## src/rtl/core/deadline_timer_queue_top_defines.svh

```systemverilog
// ----------------------------------------------------------------------------
// Deadline timer queue assertion macros
// Concurrent check wrappers, compiled out for synthesis.
// ----------------------------------------------------------------------------
`ifndef DEADLINE_TIMER_QUEUE_TOP_DEFINES_SVH
`define DEADLINE_TIMER_QUEUE_TOP_DEFINES_SVH

`ifndef SYNTHESIS
`define DTQ_ASSERT_IMP(label, clk, rst_n, ante, cons) \
  label: assert property (@(posedge clk) disable iff (!rst_n) (ante) |-> (cons)) \
    else $error("deadline timer queue check failed");
`define DTQ_ASSERT_NXT(label, clk, rst_n, ante, cons) \
  label: assert property (@(posedge clk) disable iff (!rst_n) (ante) |=> (cons)) \
    else $error("deadline timer queue check failed");
`else
`define DTQ_ASSERT_IMP(label, clk, rst_n, ante, cons)
`define DTQ_ASSERT_NXT(label, clk, rst_n, ante, cons)
`endif

`endif

```

## src/rtl/core/dtq_pkg.sv

```systemverilog
// ----------------------------------------------------------------------------
// Deadline timer queue package
// Command and result codes, widths and the remainder unit interface types.
// ----------------------------------------------------------------------------
`default_nettype none

package dtq_pkg;

  localparam int CMD_W   = 2;
  localparam int KIND_W  = 3;
  localparam int ID_W    = 32;
  localparam int TIME_W  = 63;
  localparam int US_W    = 32;
  localparam int EFF_W   = 34;
  localparam int PROD_W  = 44;
  localparam int DIV_W   = 32;
  localparam int DIV_CNT_W = 6;

  localparam logic [CMD_W-1:0] CMD_ADD    = 2'd0;
  localparam logic [CMD_W-1:0] CMD_CANCEL = 2'd1;
  localparam logic [CMD_W-1:0] CMD_TICK   = 2'd2;

  localparam logic [KIND_W-1:0] KIND_ADDED     = 3'd0;
  localparam logic [KIND_W-1:0] KIND_FULL      = 3'd1;
  localparam logic [KIND_W-1:0] KIND_REMOVED   = 3'd2;
  localparam logic [KIND_W-1:0] KIND_NOT_FOUND = 3'd3;
  localparam logic [KIND_W-1:0] KIND_EXPIRED   = 3'd4;
  localparam logic [KIND_W-1:0] KIND_NEXT_WAIT = 3'd5;

  localparam logic [TIME_W-1:0] IDLE_WAIT_NS = 63'd1000000000000;

  typedef struct packed {
    logic go;
  } dtq_div_req_t;

  typedef struct packed {
    logic busy;
    logic done;
  } dtq_div_resp_t;

endpackage

`default_nettype wire

```

## src/rtl/core/dtq_rem_unit.sv

```systemverilog
// ----------------------------------------------------------------------------
// Deadline timer queue remainder unit
// Restoring radix-2 remainder, one dividend bit per cycle.
// ----------------------------------------------------------------------------
`default_nettype none

module dtq_rem_unit (
  input  wire                            clk,
  input  wire                            rst_n,
  input  dtq_pkg::dtq_div_req_t          req,
  input  wire  [dtq_pkg::DIV_W-1:0]      dividend,
  input  wire  [dtq_pkg::DIV_W-1:0]      divisor,
  output dtq_pkg::dtq_div_resp_t         resp,
  output logic [dtq_pkg::DIV_W-1:0]      rem
);

  logic                           run_r, run_nxt;
  logic                           done_r, done_nxt;
  logic [dtq_pkg::DIV_CNT_W-1:0]  cnt_r, cnt_nxt;
  logic [dtq_pkg::DIV_W-1:0]      dvd_r, dvd_nxt;
  logic [dtq_pkg::DIV_W-1:0]      dvs_r, dvs_nxt;
  logic [dtq_pkg::DIV_W-1:0]      rem_r, rem_nxt;
  logic [dtq_pkg::DIV_W:0]        trial;
  logic [dtq_pkg::DIV_W:0]        diff;

  assign trial = {rem_r, dvd_r[dtq_pkg::DIV_W-1]};
  assign diff  = trial - {1'b0, dvs_r};

  always_comb begin
    run_nxt  = run_r;
    done_nxt = 1'b0;
    cnt_nxt  = cnt_r;
    dvd_nxt  = dvd_r;
    dvs_nxt  = dvs_r;
    rem_nxt  = rem_r;
    if (req.go) begin
      run_nxt = 1'b1;
      cnt_nxt = dtq_pkg::DIV_CNT_W'(dtq_pkg::DIV_W);
      dvd_nxt = dividend;
      dvs_nxt = divisor;
      rem_nxt = '0;
    end else if (run_r) begin
      // shift in one bit, subtract when it fits
      dvd_nxt = {dvd_r[dtq_pkg::DIV_W-2:0], 1'b0};
      rem_nxt = diff[dtq_pkg::DIV_W] ? trial[dtq_pkg::DIV_W-1:0] : diff[dtq_pkg::DIV_W-1:0];
      cnt_nxt = cnt_r - 1'b1;
      if (cnt_r == dtq_pkg::DIV_CNT_W'(1)) begin
        run_nxt  = 1'b0;
        done_nxt = 1'b1;
      end
    end
  end

  always_ff @(posedge clk) begin
    if (!rst_n) begin
      run_r  <= 1'b0;
      done_r <= 1'b0;
      cnt_r  <= '0;
    end else begin
      run_r  <= run_nxt;
      done_r <= done_nxt;
      cnt_r  <= cnt_nxt;
    end
    dvd_r <= dvd_nxt;
    dvs_r <= dvs_nxt;
    rem_r <= rem_nxt;
  end

  assign resp.busy = run_r;
  assign resp.done = done_r;
  assign rem       = rem_r;

endmodule

`default_nettype wire

```

## src/rtl/core/deadline_timer_queue_top.sv

```systemverilog
// ----------------------------------------------------------------------------
// Deadline timer queue
// Table of one-shot timers with add, cancel and expiry tick commands.
// ----------------------------------------------------------------------------
// channel   handshake                  payload
// in_       start high, busy low       cmd, now_ns, delay_us, jitter_us,
//                                      random_value, cancel_id
// out_      out_valid, one cycle       kind, tmr_id, wait_ns, last
//
// Add: DIV (32-step remainder unit, jitter only), MUL, then ADD.
// Cancel: CRD reads a slot, CCMP compares its id, until a match or the end.
// Tick: one full memory scan (TRD then TCMP per slot) and TDEC per word.
// Table full and cancel of id zero answer from idle; cmd 3 gives no result.
// Reset clears all valid bits and the id counter; no clearing pass.
// Results go out one per strobe and are never held off.
// ----------------------------------------------------------------------------
`default_nettype none

`include "deadline_timer_queue_top_defines.svh"

module deadline_timer_queue_top #(
  parameter int TIMER_SLOTS = 16
) (
  input  wire                             clk,
  input  wire                             rst_n,
  input  wire                             start,
  output logic                            busy,
  input  wire  [dtq_pkg::CMD_W-1:0]       in_cmd,
  input  wire  [dtq_pkg::TIME_W-1:0]      in_now_ns,
  input  wire  [dtq_pkg::US_W-1:0]        in_delay_us,
  input  wire  [dtq_pkg::US_W-1:0]        in_jitter_us,
  input  wire  [dtq_pkg::US_W-1:0]        in_random_value,
  input  wire  [dtq_pkg::ID_W-1:0]        in_cancel_id,
  output logic                            out_valid,
  output logic [dtq_pkg::KIND_W-1:0]      out_kind,
  output logic [dtq_pkg::ID_W-1:0]        out_tmr_id,
  output logic [dtq_pkg::TIME_W-1:0]      out_wait_ns,
  output logic                            out_last
);

  localparam int IDX_W = (TIMER_SLOTS > 1) ? $clog2(TIMER_SLOTS) : 1;
  localparam int CNT_W = $clog2(TIMER_SLOTS + 1);
  localparam logic [CNT_W-1:0] SLOT_END = CNT_W'(TIMER_SLOTS);

  localparam logic [3:0] ST_IDLE = 4'd0;
  localparam logic [3:0] ST_DIV  = 4'd1;
  localparam logic [3:0] ST_MUL  = 4'd2;
  localparam logic [3:0] ST_ADD  = 4'd3;
  localparam logic [3:0] ST_CRD  = 4'd4;
  localparam logic [3:0] ST_CCMP = 4'd5;
  localparam logic [3:0] ST_TRD  = 4'd6;
  localparam logic [3:0] ST_TCMP = 4'd7;
  localparam logic [3:0] ST_TDEC = 4'd8;

  logic [3:0]                      state_r, state_nxt;
  logic [TIMER_SLOTS-1:0]          valid_r, valid_nxt;
  logic [dtq_pkg::ID_W-1:0]        last_id_r, last_id_nxt;
  logic [dtq_pkg::TIME_W-1:0]      now_r, now_nxt;
  logic [dtq_pkg::US_W-1:0]        delay_r, delay_nxt;
  logic [dtq_pkg::US_W-1:0]        jitter_r, jitter_nxt;
  logic [dtq_pkg::ID_W-1:0]        cancel_r, cancel_nxt;
  logic [dtq_pkg::EFF_W-1:0]       eff_r, eff_nxt;
  logic [dtq_pkg::PROD_W-1:0]      prod_r, prod_nxt;
  logic [IDX_W-1:0]                slot_r, slot_nxt;
  logic [CNT_W-1:0]                idx_r, idx_nxt;
  logic                            found_r, found_nxt;
  logic [IDX_W-1:0]                best_idx_r, best_idx_nxt;
  logic [dtq_pkg::TIME_W-1:0]      best_dl_r, best_dl_nxt;
  logic [dtq_pkg::ID_W-1:0]        best_id_r, best_id_nxt;
  logic                            out_valid_r, out_valid_nxt;
  logic [dtq_pkg::KIND_W-1:0]      out_kind_r, out_kind_nxt;
  logic [dtq_pkg::ID_W-1:0]        out_tmr_id_r, out_tmr_id_nxt;
  logic [dtq_pkg::TIME_W-1:0]      out_wait_ns_r, out_wait_ns_nxt;
  logic                            out_last_r, out_last_nxt;

  logic [dtq_pkg::TIME_W-1:0]      dl_mem [TIMER_SLOTS];
  logic [dtq_pkg::ID_W-1:0]        id_mem [TIMER_SLOTS];
  logic [dtq_pkg::TIME_W-1:0]      rd_dl_r;
  logic [dtq_pkg::ID_W-1:0]        rd_id_r;
  logic                            rd_en;
  logic                            mem_we;
  logic [IDX_W-1:0]                rd_addr;
  logic [IDX_W-1:0]                cur_idx;

  logic [TIMER_SLOTS-1:0]          free_vec;
  logic [TIMER_SLOTS-1:0]          free_low;
  logic [IDX_W-1:0]                free_idx;
  logic                            any_free;

  dtq_pkg::dtq_div_req_t           div_req;
  dtq_pkg::dtq_div_resp_t          div_resp;
  logic [dtq_pkg::DIV_W-1:0]       div_rem;

  logic [dtq_pkg::EFF_W:0]         eff_sum;
  logic [dtq_pkg::TIME_W:0]        dl_sum;
  logic [dtq_pkg::TIME_W-1:0]      dl_new;
  logic [dtq_pkg::ID_W-1:0]        id_inc;
  logic [dtq_pkg::ID_W-1:0]        id_new;
  logic                            accept;
  logic                            better;
  logic                            expire;

  assign busy    = (state_r != ST_IDLE);
  assign accept  = start && !busy;
  assign cur_idx = idx_r[IDX_W-1:0];
  assign rd_addr = cur_idx;

  // lowest free slot
  assign free_vec = ~valid_r;
  assign free_low = free_vec & (~free_vec + 1'b1);
  assign any_free = |free_vec;

  always_comb begin
    free_idx = '0;
    for (int i = 0; i < TIMER_SLOTS; i++) begin
      if (free_low[i]) begin
        free_idx = free_idx | IDX_W'(i);
      end
    end
  end

  assign div_req.go = accept && (in_cmd == dtq_pkg::CMD_ADD) && any_free &&
                      (in_jitter_us != '0);

  dtq_rem_unit u_rem (
    .clk      (clk),
    .rst_n    (rst_n),
    .req      (div_req),
    .dividend (in_random_value),
    .divisor  (in_jitter_us),
    .resp     (div_resp),
    .rem      (div_rem)
  );

  assign eff_sum = (dtq_pkg::EFF_W+1)'(delay_r) + (dtq_pkg::EFF_W+1)'(div_rem) -
                   (dtq_pkg::EFF_W+1)'(jitter_r[dtq_pkg::US_W-1:1]);

  assign dl_sum = {1'b0, now_r} + (dtq_pkg::TIME_W+1)'(prod_r);
  assign dl_new = dl_sum[dtq_pkg::TIME_W] ? '1 : dl_sum[dtq_pkg::TIME_W-1:0];

  assign id_inc = last_id_r + 1'b1;
  assign id_new = (id_inc == '0) ? dtq_pkg::ID_W'(1) : id_inc;

  assign better = valid_r[cur_idx] && (!found_r || (rd_dl_r < best_dl_r));
  assign expire = found_r && (best_dl_r <= now_r);

  assign rd_en  = ((state_r == ST_CRD) || (state_r == ST_TRD)) && (idx_r != SLOT_END);
  assign mem_we = (state_r == ST_ADD);

  always_comb begin
    state_nxt        = state_r;
    valid_nxt        = valid_r;
    last_id_nxt      = last_id_r;
    now_nxt          = now_r;
    delay_nxt        = delay_r;
    jitter_nxt       = jitter_r;
    cancel_nxt       = cancel_r;
    eff_nxt          = eff_r;
    prod_nxt         = prod_r;
    slot_nxt         = slot_r;
    idx_nxt          = idx_r;
    found_nxt        = found_r;
    best_idx_nxt     = best_idx_r;
    best_dl_nxt      = best_dl_r;
    best_id_nxt      = best_id_r;
    out_valid_nxt    = 1'b0;
    out_kind_nxt     = out_kind_r;
    out_tmr_id_nxt   = out_tmr_id_r;
    out_wait_ns_nxt  = out_wait_ns_r;
    out_last_nxt     = out_last_r;

    unique case (state_r)
      ST_IDLE: begin
        if (accept) begin
          now_nxt    = in_now_ns;
          delay_nxt  = in_delay_us;
          jitter_nxt = in_jitter_us;
          cancel_nxt = in_cancel_id;
          slot_nxt   = free_idx;
          idx_nxt    = '0;
          found_nxt  = 1'b0;
          unique case (in_cmd)
            dtq_pkg::CMD_ADD: begin
              if (!any_free) begin
                out_valid_nxt    = 1'b1;
                out_kind_nxt     = dtq_pkg::KIND_FULL;
                out_tmr_id_nxt   = '0;
                out_wait_ns_nxt  = '0;
                out_last_nxt     = 1'b1;
              end else if (in_jitter_us == '0) begin
                eff_nxt   = dtq_pkg::EFF_W'(in_delay_us);
                state_nxt = ST_MUL;
              end else begin
                state_nxt = ST_DIV;
              end
            end
            dtq_pkg::CMD_CANCEL: begin
              if (in_cancel_id == '0) begin
                out_valid_nxt    = 1'b1;
                out_kind_nxt     = dtq_pkg::KIND_NOT_FOUND;
                out_tmr_id_nxt   = '0;
                out_wait_ns_nxt  = '0;
                out_last_nxt     = 1'b1;
              end else begin
                state_nxt = ST_CRD;
              end
            end
            dtq_pkg::CMD_TICK: begin
              state_nxt = ST_TRD;
            end
            default: begin
            end
          endcase
        end
      end
      ST_DIV: begin
        if (div_resp.done) begin
          // floor a negative delay to one microsecond
          eff_nxt   = eff_sum[dtq_pkg::EFF_W] ? dtq_pkg::EFF_W'(1) :
                                                eff_sum[dtq_pkg::EFF_W-1:0];
          state_nxt = ST_MUL;
        end
      end
      ST_MUL: begin
        prod_nxt  = (dtq_pkg::PROD_W'(eff_r) << 10) - (dtq_pkg::PROD_W'(eff_r) << 4) -
                    (dtq_pkg::PROD_W'(eff_r) << 3);
        state_nxt = ST_ADD;
      end
      ST_ADD: begin
        valid_nxt[slot_r] = 1'b1;
        last_id_nxt       = id_new;
        out_valid_nxt     = 1'b1;
        out_kind_nxt      = dtq_pkg::KIND_ADDED;
        out_tmr_id_nxt    = id_new;
        out_wait_ns_nxt   = '0;
        out_last_nxt      = 1'b1;
        state_nxt         = ST_IDLE;
      end
      ST_CRD: begin
        if (idx_r == SLOT_END) begin
          out_valid_nxt    = 1'b1;
          out_kind_nxt     = dtq_pkg::KIND_NOT_FOUND;
          out_tmr_id_nxt   = '0;
          out_wait_ns_nxt  = '0;
          out_last_nxt     = 1'b1;
          state_nxt        = ST_IDLE;
        end else begin
          state_nxt = ST_CCMP;
        end
      end
      ST_CCMP: begin
        if (valid_r[cur_idx] && (rd_id_r == cancel_r)) begin
          valid_nxt[cur_idx] = 1'b0;
          out_valid_nxt      = 1'b1;
          out_kind_nxt       = dtq_pkg::KIND_REMOVED;
          out_tmr_id_nxt     = cancel_r;
          out_wait_ns_nxt    = '0;
          out_last_nxt       = 1'b1;
          state_nxt          = ST_IDLE;
        end else begin
          idx_nxt   = idx_r + 1'b1;
          state_nxt = ST_CRD;
        end
      end
      ST_TRD: begin
        state_nxt = (idx_r == SLOT_END) ? ST_TDEC : ST_TCMP;
      end
      ST_TCMP: begin
        if (better) begin
          found_nxt    = 1'b1;
          best_idx_nxt = cur_idx;
          best_dl_nxt  = rd_dl_r;
          best_id_nxt  = rd_id_r;
        end
        idx_nxt   = idx_r + 1'b1;
        state_nxt = ST_TRD;
      end
      ST_TDEC: begin
        out_valid_nxt    = 1'b1;
        out_tmr_id_nxt   = '0;
        out_wait_ns_nxt  = '0;
        if (expire) begin
          // drop the earliest timer and rescan
          valid_nxt[best_idx_r] = 1'b0;
          out_kind_nxt          = dtq_pkg::KIND_EXPIRED;
          out_tmr_id_nxt        = best_id_r;
          out_last_nxt          = 1'b0;
          idx_nxt               = '0;
          found_nxt             = 1'b0;
          state_nxt             = ST_TRD;
        end else begin
          out_kind_nxt    = dtq_pkg::KIND_NEXT_WAIT;
          out_wait_ns_nxt = found_r ? (best_dl_r - now_r) : dtq_pkg::IDLE_WAIT_NS;
          out_last_nxt    = 1'b1;
          state_nxt       = ST_IDLE;
        end
      end
      default: begin
        state_nxt = ST_IDLE;
      end
    endcase
  end

  always_ff @(posedge clk) begin
    if (mem_we) begin
      dl_mem[slot_r] <= dl_new;
      id_mem[slot_r] <= id_new;
    end
    if (rd_en) begin
      rd_dl_r <= dl_mem[rd_addr];
      rd_id_r <= id_mem[rd_addr];
    end
  end

  always_ff @(posedge clk) begin
    if (!rst_n) begin
      state_r     <= ST_IDLE;
      valid_r     <= '0;
      last_id_r   <= '0;
      out_valid_r <= 1'b0;
    end else begin
      state_r     <= state_nxt;
      valid_r     <= valid_nxt;
      last_id_r   <= last_id_nxt;
      out_valid_r <= out_valid_nxt;
    end
    now_r          <= now_nxt;
    delay_r        <= delay_nxt;
    jitter_r       <= jitter_nxt;
    cancel_r       <= cancel_nxt;
    eff_r          <= eff_nxt;
    prod_r         <= prod_nxt;
    slot_r         <= slot_nxt;
    idx_r          <= idx_nxt;
    found_r        <= found_nxt;
    best_idx_r     <= best_idx_nxt;
    best_dl_r      <= best_dl_nxt;
    best_id_r      <= best_id_nxt;
    out_kind_r     <= out_kind_nxt;
    out_tmr_id_r   <= out_tmr_id_nxt;
    out_wait_ns_r  <= out_wait_ns_nxt;
    out_last_r     <= out_last_nxt;
  end

  assign out_valid    = out_valid_r;
  assign out_kind     = out_kind_r;
  assign out_tmr_id   = out_tmr_id_r;
  assign out_wait_ns  = out_wait_ns_r;
  assign out_last     = out_last_r;

  `DTQ_ASSERT_IMP(a_div_in_seq, clk, rst_n, div_resp.busy || div_resp.done, state_r == ST_DIV)
  `DTQ_ASSERT_IMP(a_add_slot_free, clk, rst_n, state_r == ST_ADD, !valid_r[slot_r])
  `DTQ_ASSERT_IMP(a_expire_more, clk, rst_n, out_valid_r && (out_kind_r == dtq_pkg::KIND_EXPIRED), !out_last_r && busy)
  `DTQ_ASSERT_NXT(a_word_gap, clk, rst_n, out_valid_r && !out_last_r, !out_valid_r)

endmodule

`default_nettype wire

```

## config.mk

```make
export PLATFORM = sky130hd
export DESIGN_NAME = deadline_timer_queue_top
export DESIGN_NICKNAME = d
export VERILOG_FILES = /design/src/rtl/core/dtq_pkg.sv /design/src/rtl/core/dtq_rem_unit.sv /design/src/rtl/core/deadline_timer_queue_top.sv
export VERILOG_INCLUDE_DIRS = /design/src /design/src/rtl/core
export SDC_FILE = /design/constraint.sdc
export NUM_CORES = 2
export LEC_CHECK = 0
export ABC_AREA = 1
export BUFFER_PORTS_ARGS = -buffer_cell sky130_fd_sc_hd__buf_4
export CAP_MARGIN = 30
export CORE_MARGIN = 3
export CORE_UTILIZATION = 40
export CTS_CLUSTER_DIAMETER = 120
export DETAILED_ROUTE_END_ITERATION = 10
export GPL_TIMING_DRIVEN = 0
export SLEW_MARGIN = 5
export SYNTH_ARGS = -nofsm -noshare
export SYNTH_HDL_FRONTEND = slang
export SYNTH_HIERARCHICAL = 1
export SYNTH_SLANG_ARGS = --single-unit
```

## constraint.sdc

```tcl
create_clock -name clk -period 14.71 [get_ports clk]
set_input_delay 2.2065 -clock clk [delete_from_list [all_inputs] [get_ports clk]]
set_output_delay 2.2065 -clock clk [all_outputs]
set_load 0.05 [all_outputs]
```

==> out/metrics.yaml <==
place:
  portBuffers: 296
  hpwl_um: 265300
  post_dp_cell_area_um2: 112600
  finalWeightedCongestion: 0.9434
  place_ws_ps: 8401
  dp_cells: 13820
cts:
  post_cts_buffers: 0
  root_buffer: "clkbuf_16"
  cts_htree_levels: 4
  cts.reportedPaths.clkPinSlew_ps: 60
  cts_sinks: 2212
  cts-buffers-inserted: 241
  cts_resized: 0
  clk_latency_ps: 930
  postCtsHoldBufs: 0
  tritoncts: "built"
  clk_path_buf_depth: 4
worst_setup_path:
  r2r_start: "idx_r[1]$_SDFFCE_PN0P_"
  startpoint_type: "register"
  required_ps: 15280
  cp.arrival_ps: 7090
  r2r-end: "out_wait_ns[54]$_SDFFCE_PP0P_"
  rrSetupSlack_ps: 8190
  critPathMaxFanout: 13
  critPathCaptureType: "register"
  path_class: "reg2reg"
  ff2ff_path_depth: 17
grt:
  antenna_found_initial: 18
  grt_pass1_wl_um: 506500
  grt_overflow: 0
  grt_max_degree: 96
  grt_pass1_vias: 75020
  grtUsageTotal: 0.2577
logic_synthesis:
  synth.cell_area_um2: 103600
  synth_fp_nets: 10440
  syn_inst: 9895
  synth_area_per_cell_um2: 10.47
  yosys_warnings: 6
routing:
  vias: 78550
  first_pass_iters: 9
  vias_per_cell: 5.504
  drc: 0
  ant_nets: 0
  wirelength_um: 351100
  drt_iter0_markers: 8972
  wl_per_cell_um: 24.60
finish:
  finalInstanceArea_um2: 120700
  stdcell_count: 14270
  drive_above_1_share: 0.1023
  num-fill-cells: 23480
  area_delta_synth_final_pct: 16.49
  fin_nets: 11220
floorplanning:
  initial_utilization: 0.4028
  die_y_um: 514.9
  die_w_um: 514.9
  num_io_pins: 297
  num_rows: 186
  core_area_um2: 257200
  dieArea_um2: 265100
job:
  maxCapViolations: 0
timing:
  setup_viol: 0
  clock.fmax_ghz: 0.1535
  relSlewSlack: 0.2862
  finalHoldViolCount: 0
  slew_violations: 0
  rsz0062_at_grt: "false"
  worst_pin_slew_ps: 1061
  period_needed_ps: 6516
  min_period_over_period: 0.4430
  finClkSkew_ps: 103.9
  worst_slack_ps: 8194
min_path:
  min_path_cells: 0
  hold_end: "best_dl_r[10]$_DFFE_PP_"
  min_path_type: "reg2reg"
  min_from: "rd_dl_r[10]$_DFFE_PP_"
pwr:
  powerDensity_nw_per_um2: 197.0
  power_uw: 23770
  peakVddDrop_mv: 0.1167
  p_leak_uw: 0.04500
run_status:
  status: "completed"
[layout make-up]
| class | count | area, um^2 | area share |
|---|---|---|---|
| sequential | 2212 | 65490 | 0.5428 |
| clock buffer | 278 | 6221 | 0.05156 |
| multi-input combinational | 6388 | 33230 | 0.2754 |
| tap | 3384 | 4234 | 0.03509 |
| inverter | 929 | 3495 | 0.02896 |
| clock inverter | 159 | 1762 | 0.01460 |
| buffer | 366 | 1529 | 0.01267 |
| antenna | 16 | 40.04 | 0.0003318 |
| timing repair buffer | 541 | 4649 | 0.03853 |
[state kept, by name, summed over array words and instances (netlist names), 33 cells and up]
register     cells
eff_r           33
prod_r          41
out_wait_ns     63
dl_mem        1008
best_dl_r       63
id_mem         512
rd_dl_r         63
now_r           63
[power breakdown]
group	internal, uW	switching [uW]	total (uW)
logic	2320	6730	9060
clock network	3580	2560	6140
registers	8250	316	8570
total	14200	9610	23800
[per-stage QoR]
stage                     setup TNS (ps)  utilization  hold slack, ps
after floorplan                        0            -           424.4
after detailed placement               0       0.4379           443.2
final                                  0       0.4692           455.3
after CTS                              0       0.4689           439.9
after global routing                   0       0.4691           466.5
after global placement          -1982220       0.4279           440.7
[worst max-delay path: stages (launching register included)]
cell      delay (ps)
edfxtp_1         440
buf_2            230
inv_2            220
clkbuf_2         810
buf_2            780
clkbuf_1         580
ha_1             440
nand3_1          280
nand2_1          220
nand2_1          120
nor3_2           550
buf_8            240
buf_6            160
buf_4            210
buf_6            190
buf_4            230
buf_6            200
buf_4            230
[per-layer routing]
metal  track usage  vias up  wire length (um)
met1        0.3635    38580            150100
met5             0        -                62
met4       0.09294        8             13860
li1              -    36020                 -
met2        0.4021     3446            158800
met3       0.04187      502             28230
[layout by cell type, fill, tap and decap left out, types with 17 or more instances in the layout]
cell,count
nor3_1,72
nand2_2,19
buf_2,22
o21a_1,19
ha_1,289
nand3b_1,37
o22ai_1,381
a21oi_1,345
nor3_2,26
clkbuf_1,340
nor2_1,1371
clkinvlp_4,17
xor2_1,83
a21o_1,33
or2_2,24
fa_1,60
bufinv_16,31
xnor2_1,67
o21ai_0,968
buf_4,429
a31oi_1,23
nand2_1,1906
o21bai_1,32
inv_1,913
a21boi_0,23
buf_8,21
clkbuf_16,242
o211ai_1,18
dfxtp_1,93
nand4_1,141
clkinv_2,46
clkinv_1,41
edfxtp_1,2119
nand3_1,298
nor2_2,33
buf_6,103
[worst max path at each step]
stage / startpoint / endpoint / slack (ps)
floorplan: in_cmd[1] / out_kind[0]$_SDFFCE_PP1P_ / 4340
global placement: idx_r[1]$_SDFFCE_PN0P_ / out_wait_ns[50]$_SDFFCE_PP0P_ / -2330
detailed placement: in_jitter_us[31] / u_rem/dvd_r[15]$_DFFE_PP_ / 8400
CTS: idx_r[1]$_SDFFCE_PN0P_ / out_wait_ns[52]$_SDFFCE_PP0P_ / 8410
global route: idx_r[1]$_SDFFCE_PN0P_ / out_wait_ns[58]$_SDFFCE_PP0P_ / 8110
finish: idx_r[1]$_SDFFCE_PN0P_ / out_wait_ns[54]$_SDFFCE_PP0P_ / 8190
No activity file was read; power rests on OpenSTA's default activity.
